`config.mk`:
```
export PLATFORM = sky130hd
export DESIGN_NAME = mdag_fifo
export DESIGN_NICKNAME = d
export VERILOG_FILES = /design/src/mdag_pkg.sv /design/src/mdag_fifo.sv
export SDC_FILE = /design/constraint.sdc
export NUM_CORES = 1
export LEC_CHECK = 0
export BUFFER_PORTS_ARGS = -buffer_cell sky130_fd_sc_hd__buf_2
export CAP_MARGIN = 10
export CORE_UTILIZATION = 52
export CTS_BUF_LIST = sky130_fd_sc_hd__clkbuf_4
export DETAILED_ROUTE_END_ITERATION = 10
export PLACE_DENSITY = 0.91
export SLEW_MARGIN = 20
export SYNTH_ARGS = -nofsm -noshare
export SYNTH_HDL_FRONTEND = slang
export SYNTH_SLANG_ARGS = --single-unit
export TNS_END_PERCENT = 10
```
`constraint.sdc`:
```
create_clock -name clk -period 1.8 [get_ports clk]
set_input_delay 0.36 -clock clk [delete_from_list [all_inputs] [get_ports clk]]
set_output_delay 0.36 -clock clk [all_outputs]
set_load 0.05 [all_outputs]
```
`src/mdag_pkg.sv`:
```
package mdag_pkg;

	localparam int ID_W   = 4;
	localparam int SLOT_W = 3;
	localparam int CNT_W  = 4;
	localparam int VAL_W  = 32;
	localparam int ADDR_W = 32;

	typedef enum logic [1:0] {
		OP_HEADER = 2'd0,
		OP_BOUNDS = 2'd1,
		OP_INDEX  = 2'd2,
		OP_NONE   = 2'd3
	} op_t;

	typedef struct packed {
		op_t               op;
		logic [ID_W-1:0]   id;
		logic [SLOT_W-1:0] slot;
		logic [CNT_W-1:0]  cnt;
		logic [VAL_W-1:0]  v1;
		logic [VAL_W-1:0]  v2;
	} cmd_t;

	typedef struct packed {
		logic [ADDR_W-1:0] address;
		logic [ID_W-1:0]   id;
	} res_t;

endpackage

```
`src/mdag_fifo.sv`:
```
module mdag_fifo import mdag_pkg::*; #(
	parameter int W = 8
) (
	input  logic         clk,
	input  logic         arst_n,
	input  logic         push,
	input  logic [W-1:0] wdata,
	output logic         full,
	input  logic         pop,
	output logic [W-1:0] rdata,
	output logic         empty
);

	localparam int DEPTH = 2;
	localparam int PTR_W = $clog2(DEPTH);
	localparam int CW    = $clog2(DEPTH + 1);

	logic [W-1:0]     mem_q [DEPTH];
	logic [PTR_W-1:0] wr_ptr_q;
	logic [PTR_W-1:0] rd_ptr_q;
	logic [CW-1:0]    cnt_q;
	logic             do_push;
	logic             do_pop;

	assign full    = (cnt_q == CW'(DEPTH));
	assign empty   = (cnt_q == '0);
	assign do_push = push && !full;
	assign do_pop  = pop && !empty;
	assign rdata   = mem_q[rd_ptr_q];

	always_ff @(posedge clk) begin
		if (do_push) begin
			mem_q[wr_ptr_q] <= wdata;
		end
	end

	always_ff @(posedge clk or negedge arst_n) begin
		if (!arst_n) begin
			wr_ptr_q <= '0;
			rd_ptr_q <= '0;
			cnt_q    <= '0;
		end else begin
			if (do_push) begin
				wr_ptr_q <= wr_ptr_q + PTR_W'(1);
			end
			if (do_pop) begin
				rd_ptr_q <= rd_ptr_q + PTR_W'(1);
			end
			unique case ({do_push, do_pop})
				2'b10: begin
					cnt_q <= cnt_q + CW'(1);
				end
				2'b01: begin
					cnt_q <= cnt_q - CW'(1);
				end
				default: begin
					cnt_q <= cnt_q;
				end
			endcase
		end
	end

endmodule

```
Yosys cells after proc, flatten, opt, wreduce, memory -nomap -nowiden:

Memories as Yosys holds them, arrays and structs flattened.
Cells that the tools add are included.

* muxes and demuxes: 3
* reductions and logical operators: 6
* add/sub/neg operators: 4
* equal/unequal tests: 3

Operator list (count)
* equality test 2 bit (second input constant): 2
* one-hot mux 2 bit (2 select lines): 1
* adder 1 bit (second input constant): 2
* adder 2 x 1 -> 2 bit (second input constant): 1
* equality test 2 x 1 -> 1 bit (second input constant): 1
* logical AND 1 bit: 2
* zero test 1 bit: 2
* zero test 2 bit: 1
* 2-to-1 mux 1 bit: 2
* nonzero test 2 bit: 1
* subtractor 2 x 1 -> 2 bit (second input constant): 1

* bits in writable memories: 16
* memories: 1
* input bits: 12
* bits in registers: 4
* word-level logic and storage cells: 20
* output and inout bits: 10

Memories
* mem_q: words 2, width 8, rd ports 1, clocked after memory_dff 0, write ports 1, line mdag_fifo.sv:18 `logic [W-1:0] mem_q [DEPTH];`

Depth between registers and ports, before layout:

Gate-level depths: netlist (run 1).

* depth after elaboration: 5
* depth in mapped cells: 6
* gate-level depth less buffers: 6

Worst setup path after synthesis (run 1):

No wires, ideal clock.

* kind: reg2reg
* from: register cnt_q[0]
* to: register cnt_q[1]
* buffers on the path: 0
* setup slack: -0.111 ns
* period minus slack after synthesis: 1.911 ns
* data required time: 1.721 ns
* stages on the path, launching flop included: 6
* setup time: 0.079 ns
* data arrival time: 1.832 ns
* cell sequence: dfrtp_1 > nor2_1 > nor2b_2 > ha_1 > nor2_1 > xor2_1

* word-level cells in the longest chain between the ends: 5
* elaborated cells between the ends (all ways): 12
* those cells by class: add/sub: 2; eq/ne: 3; mux: 1; reduce/logical: 6

RTL lines
* start: declaration: line mdag_fifo.sv:21 `logic [CW-1:0] cnt_q;`
* start signal: assignment: line mdag_fifo.sv:51 `cnt_q <= cnt_q + CW'(1);`
* start signal: assignment: line mdag_fifo.sv:54 `cnt_q <= cnt_q - CW'(1);`
* start signal: assignment: line mdag_fifo.sv:57 `cnt_q <= cnt_q;`
* zero test 2 bit *: line mdag_fifo.sv:26 `assign empty = (cnt_q == '0);`
* via empty: line mdag_fifo.sv:11 `output logic empty`
* zero test 1 bit *: line mdag_fifo.sv:28 `assign do_pop = pop && !empty;`
* logical AND 1 bit *: line mdag_fifo.sv:28
* via do_pop: line mdag_fifo.sv:23 `logic do_pop;`
* equality test 2 x 1 -> 1 bit / equality test 2 bit (equally long branches): line mdag_fifo.sv:49 `unique case ({do_push, do_pop})`
* one-hot mux 2 bit (2 select lines) / nonzero test 2 bit (equally long branches)

Mark *: on every way through the listed nets, which the timed path passes. The rest lies on a longest branch.
A chain may end at the register's enable or synchronous reset.

Worst setup path in the final report (run 1):

* from: register rd_ptr_q
* to: output port rdata[6]

* word-level cells in the longest chain between the ends: 1

RTL lines
* start: declaration: line mdag_fifo.sv:20 `logic [PTR_W-1:0] rd_ptr_q;`
* start signal: assignment: line mdag_fifo.sv:47 `rd_ptr_q <= rd_ptr_q + PTR_W'(1);`
* memory read (2 x 8 bit)
* end: declaration: line mdag_fifo.sv:10 `output logic [W-1:0] rdata,`

No other way between the ends.

==> results of run 1 <==
==> worst paths after layout <==
path | to | slack, ns | depth (start not counted)
setup / recovery | rdata[6] | 0.07 | 2
hold / removal | mem_q[0][0]$_DFFE_PP_ | 0.23 | 1
setup reg to reg | cnt_q[1]$_DFFE_PN0P_ | 0.39 | 5
hold reg to reg | wr_ptr_q$_DFFE_PN0N_ | 0.51 | 1
max in group asynchronous | rd_ptr_q$_DFFE_PN0P_ | 1.28 | 2
min in group asynchronous | wr_ptr_q$_DFFE_PN0N_ | 0.40 | 2
==> kinds of logic (layout without fill, tap and decap cells) <==
group	after synthesis	after routing	synth area share, %
flip-flops	20	20	75.20
multiplexers	8	8	11.67
AND/OR/NAND/NOR	7	7	4.701
XOR/XNOR	5	5	5.674
buffers and inverters	2	29	1.133
adder cells (fa/ha/maj)	1	1	1.620
==> flip-flops by register name (all words and copies together) (netlist names) <==
name / flops
cnt_q: 2
mem_q: 16
rd_ptr_q: 1
wr_ptr_q: 1
==> worst reg2reg max path, stage by stage, from the launching register on <==
cell and delay [ns]:
dfrtp_1 0.45, nand2b_1 0.20, nand2_1 0.14, ha_1 0.27, nor2_1 0.13, xor2_1 0.15
==> synth_stat cells (all sizes together) <==
| library cell | count | area (um^2) |
|---|---|---|
| and3 | 1 | 6.260 |
| buf | 1 | 5.000 |
| dfrtp | 4 | 100.1 |
| edfxtp | 16 | 480.5 |
| ha | 1 | 12.51 |
| inv | 1 | 3.750 |
| mux2 | 8 | 90.09 |
| nand2 | 1 | 3.750 |
| nand2b | 1 | 6.260 |
| nor2 | 3 | 11.26 |
| nor2b | 1 | 8.760 |
| xnor2 | 3 | 26.28 |
| xor2 | 2 | 17.52 |
==> through the flow <==
stage / std cells / setup slack [ns] / power [mW] / instance area, um^2 / hold WS [ns]
final: 85 / 0.07224 / 1.802 / 949.7 / 0.2348
after global routing: 85 / 0.01266 / 1.892 / 949.7 / 0.2341
after CTS: 85 / 0.06992 / 1.808 / 949.7 / 0.2354
after detailed placement: 80 / 0.2983 / 1.574 / 908.4 / 0.1692
after global placement: 80 / 0.3062 / 1.549 / 908.4 / 0.1685
after floorplan: 43 / 0.1498 / 1.395 / 774.5 / 0.06441
==> what timing repair did <==
item / in CTS / in global routing
setup endpoints to repair: 8 / 0
hold endpoints to repair: 4 / 0
hold buffers: 1 / 0
resized for setup: 1 / 0
==> area by class of cell <==
cell class	count	area, um^2	area share, %
well taps	15	18.77	1.976
multi-input cells	21	185.2	19.50
clock buffers	4	30.03	3.162
repair buffers	24	130.1	13.70
inverters	1	3.754	0.3953
flip-flops and latches	20	581.8	61.26
==> power by group <==
part | total [mW] | leakage, nW | switching [mW] | internal [mW]
combinational | 0.818 | 0.182 | 0.550 | 0.268
sequential | 0.752 | 0.194 | 0.103 | 0.649
clock | 0.231 | 0.0184 | 0.130 | 0.102
==> routing by layer <==
layer | vias to the layer above | part of all wire, % | GRT usage (%)
li1 | 211 | - | -
met1 | 197 | 42 | 23.19
met2 | 18 | 52 | 28.97
met3 | 3 | 4.7 | 6.667
met4 | 0 | 1.6 | 9.167
met5 | - | 0 | 0
==> key figures, run 1 <==
Finish
  – Fillers: 98
  – Core Util, Final: 71.20%
  – Area Growth Syn to Fin: 23.01%
  – Ant diodes: 0
  – Layout Nets: 84
  – Commonest non-fill, non-tap cell in the layout: buf_2
  – Most frequent cells in the layout: buf_2 (21), edfxtp_1 (16), mux2_2 (8)
  – Layout cells sized above 1: a little over half

Min path
  – Hold Crit Start: wdata[0]
  – Worst Hold Class: in -> reg

Logic synthesis
  – Mapped Nets: 56
  – Post-Syn Instances: 43
  – Post-synthesis sequential area ratio: 75.20%
  – Post-Syn Area: 772.0 um^2
  – Syn Area/Cell: 17.95 um^2
  – Synth warn: 0
  – Yosys cell types: 13
  – Flops & latches, synth: 20

Critical path
  – CP max stage cell: dfrtp_2
  – RR Startpoint: cnt_q[0]$_DFFE_PN0P_
  – Worst stage delay on the critical path: around 0.5 ns
  – Kind of critical path: reg -> out
  – Cell Chain, Critical Path: mux2_2 -> buf_2
  – Crit start category: register
  – CP startpoint: rd_ptr_q$_DFFE_PN0P_
  – Critical path's top delay family: flip-flops
  – CP arrival: approximately 1.4 ns
  – CP Capture Type: primary output
  – Buf/Inv on CP: 1
  – Worst path required time: 1.44 ns
  – Worst-path maximum fanout: 9

Place
  – DP HPWL: 865.3 um
  – I/O Buffers: 21
  – GPL Wtd Cong: 0.6550

Global route
  – Global Route Usage Sum: 18.71%
  – Gr ovfl total: 0
  – Largest net degree at the start of global routing: 12
  – Initial antenna violation count: 0
  – First-pass GRT wire length: 1.800 mm
  – Vias in the first global route: 410

Drt
  – DRT antenna net count: 0
  – Drt total wl: 1.211 mm
  – DR vias/cell: 5.047
  – Initial DRT Pass Iterations: 2
  – DR vias: between 400 and 500
  – Avg WL per Cell: 14.25 um
  – Initial DRC Count: 4
  – Drt drc: 0

Run status
  – Outcome: finished, final reports clean

CTS
  – CTS tree: yes
  – Post-CTS Setup Bufs: 0
  – Clk_lat worst skew: 0.30 ns
  – Root Buffer: clkbuf_4
  – CTS Buf Count: 3
  – CTS H-tree depth: 1
  – Clk pin slew, worst setup/hold paths: 0.10 ns
  – Clk sinks: 20
  – CTS max path bufs: 2

Timing
  – Max Transition Viols Final: 0
  – Least-Margin Pin Slew: 0.3685 ns
  – Period utilisation layout: 95.99%
  – Final Hold Fails: 0
  – Max Clock Skew: 0.006665 ns
  – Max Freq: about 580 MHz
  – Min cycle time layout: 1.728 ns
  – Unrepaired setup endpoints after global routing: false
  – Final setup TNS: 0 ns
  – Max-slew headroom: 75.43%
  – Final setup violation count: 0

Flow run
  – MaxCap Viol Count: 0

Power and ir drop
  – Pleak: slightly below 0.4 nW
  – Pwr dens: 1897 nW/um^2
  – Max VDD drop: 1.101 mV

Floorplanning
  – Die X-Extent: 40.53 um
  – Die area: around 1600 um^2
  – # rows: 13
  – Core Footprint: around 1300 um^2
  – Starting density of the core: slightly below 60%
  – Top-Level Pins: 22
  – Die Ht: 40.53 um
(Power assumes the default switching activity.)
==> run 2, diff against run 1 <==
Settings changed: CORE_UTILIZATION 52 to 30, PLACE_DENSITY 0.91 to 0.62.
==> key figures, run 2 (synthesis results as in run 1) <==
Run status
  – Outcome: finished, final reports clean

Timing
  – Max Transition Viols Final: 0
  – Min cycle time layout: approximately 1.7 ns
  – Least-Margin Pin Slew: between 0.4 and 0.5 ns
  – Max Freq: 575.0 MHz
  – Final hold slack: 0.2488 ns
  – Unrepaired setup endpoints after global routing: false
  – Max Clock Skew: 0.004431 ns
  – Period utilisation layout: 96.62%
  – Final Hold Fails: 0
  – Final setup violation count: 0
  – Final setup TNS: 0 ns
  – Max-slew headroom: 72.56%

Floorplanning
  – Die Ht: 52.73 um
  – Core Footprint: 2455 um^2
  – Die area: 2780 um^2
  – Top-Level Pins: 22
  – Starting density of the core: 31.45%
  – # rows: 18
  – Die X-Extent: 52.73 um

CTS
  – CTS Buf Count: 3
  – Root Buffer: clkbuf_4
  – Clk_lat worst skew: ~0.29 ns
  – Clk sinks: 20
  – Clk pin slew, worst setup/hold paths: 0.11 ns
  – CTS max path bufs: 2
  – CTS tree: yes
  – CTS H-tree depth: 1
  – Post-CTS Setup Bufs: 0

Drt
  – DR vias: 420
  – Drt drc: 0
  – Drt total wl: ~1.2 mm
  – Initial DRT Pass Iterations: 3
  – Initial DRC Count: 4
  – Avg WL per Cell: 12.10 um
  – DRT antenna net count: 0
  – DR vias/cell: 4.242

Finish
  – Area Growth Syn to Fin: 24.47%
  – Final non-filler cell total: 99
  – Largest register FFs: 16
  – Final Instance Area: 960.9 um^2
  – Layout cells sized above 1: between 50% and 60%
  – Largest regs: mem_q: 16 flops, cnt_q: 2 flops
  – Ant diodes: 0
  – Most frequent cells in the layout: buf_2 (21), edfxtp_1 (16), mux2_2 (8)
  – Biggest register: mem_q
  – Layout Nets: 83
  – Commonest non-fill, non-tap cell in the layout: buf_2

Critical path
  – CP max stage cell: dfrtp_2
  – CP arrival: 1.38 ns
  – Crit start category: register
  – Kind of critical path: reg -> out
  – Worst path required time: 1.44 ns
  – Cell Chain, Critical Path: mux2_2 -> buf_2
  – CP Capture Type: primary output
  – Worst-path maximum fanout: 9
  – Worst stage delay on the critical path: 0.50 ns

Flow run
  – MaxCap Viol Count: 0

Global route
  – Top Usage Layer GRT: met2
  – Global routing usage on met2: about 15%
  – Global Route Usage Sum: between 9 and 10%
  – Grt met3 use: 2.029%
  – Largest net degree at the start of global routing: 12
  – Initial antenna violation count: 0
  – First-pass GRT wire length: 1.842 mm
  – Met1 Use GR: 12.27%
  – Gr ovfl total: 0
  – Vias in the first global route: 408

Power and ir drop
  – Sequential share of power: 41.7%
  – Sw frac: 43.32%
  – Clock power share: 13.0%
  – Pwr dens: between 1500 and 2000 nW/um^2
  – Pleak: a little under 0.4 nW
  – P_int: 1.009 mW
  – Max VDD drop: 0.9405 mV
  – P_sw: between 0.7 and 0.8 mW
  – Combinational power share: 45.3%

Place
  – Placed cells: between 90 and 100
  – DP HPWL: 852.6 um
  – GPL Wtd Cong: about 0.60
  – I/O Buffers: 21
  – Placed Area: 919.6 um^2

Min path
  – Worst Hold Class: in -> reg
[run 2: cell types whose count changed in the layout (fill, tap and decap cells not counted), sizes merged]
cell,change
buf,-1
[run 2: final cells by class]
cell class	count	area, um^2
Clock buffer	4	30.03
Fill cell	237	1494
Inverter	1	3.754
Multi-Input combinational cell	21	185.2
Sequential cell	20	581.8
Tap cell	30	37.54
Timing Repair Buffer	23	122.6
[run 2: power by group through the flow]
stage,combinational [mW],sequential [mW],clock [mW]
2_1_floorplan,0.694,0.701,0
3_3_place_gp,0.809,0.747,0
3_5_place_dp,0.812,0.752,0
4_1_cts,0.816,0.745,0.234
5_1_grt,0.858,0.760,0.256
6_report,0.806,0.742,0.231
[run 2: stage by stage]
stage | worst slack (ns) | util, % | total power, mW
after CTS | 0.05366 | 39.14 | 1.795
after global placement | 0.2855 | 37.46 | 1.556
after detailed placement | 0.2816 | 37.46 | 1.564
after global routing | 0.009658 | 39.14 | 1.875
final | 0.06089 | 39.14 | 1.780
after floorplan | 0.1498 | - | 1.395
[run 2: what timing repair did]
action | 4_1_cts | 5_1_grt
hold buffers | 1 | 0
resized for setup | 1 | 0
hold endpoints to repair | 4 | 0
setup endpoints to repair | 8 | 0
[run 2: worst paths after layout]
| check | start | to | slack, ns | depth (start not counted) |
|---|---|---|---|---|
| max | rd_ptr_q$_DFFE_PN0P_ | rdata[2] | 0.06 | 2 |
| max in group asynchronous | arst_n | rd_ptr_q$_DFFE_PN0P_ | 1.29 | 2 |
| min | wdata[5] | mem_q[0][5]$_DFFE_PP_ | 0.25 | 1 |
| min in group asynchronous | arst_n | cnt_q[1]$_DFFE_PN0P_ | 0.38 | 2 |
| max reg2reg | cnt_q[0]$_DFFE_PN0P_ | cnt_q[1]$_DFFE_PN0P_ | 0.41 | 5 |
| min reg2reg | wr_ptr_q$_DFFE_PN0N_ | wr_ptr_q$_DFFE_PN0N_ | 0.51 | 1 |
[run 2: worst max-delay path: cells and delay by family (launching register included)]
| family | cells | cell delay [ns] |
|---|---|---|
| buffers and inverters | 1 | 0.21 |
| DFF | 1 | 0.50 |
| muxes | 1 | 0.37 |
[run 2: routing by layer]
metal	wire length, um	vias to the layer above
met1	559	198
met5	0	-
met3	69	2
li1	-	205
met4	19	0
met2	549	15
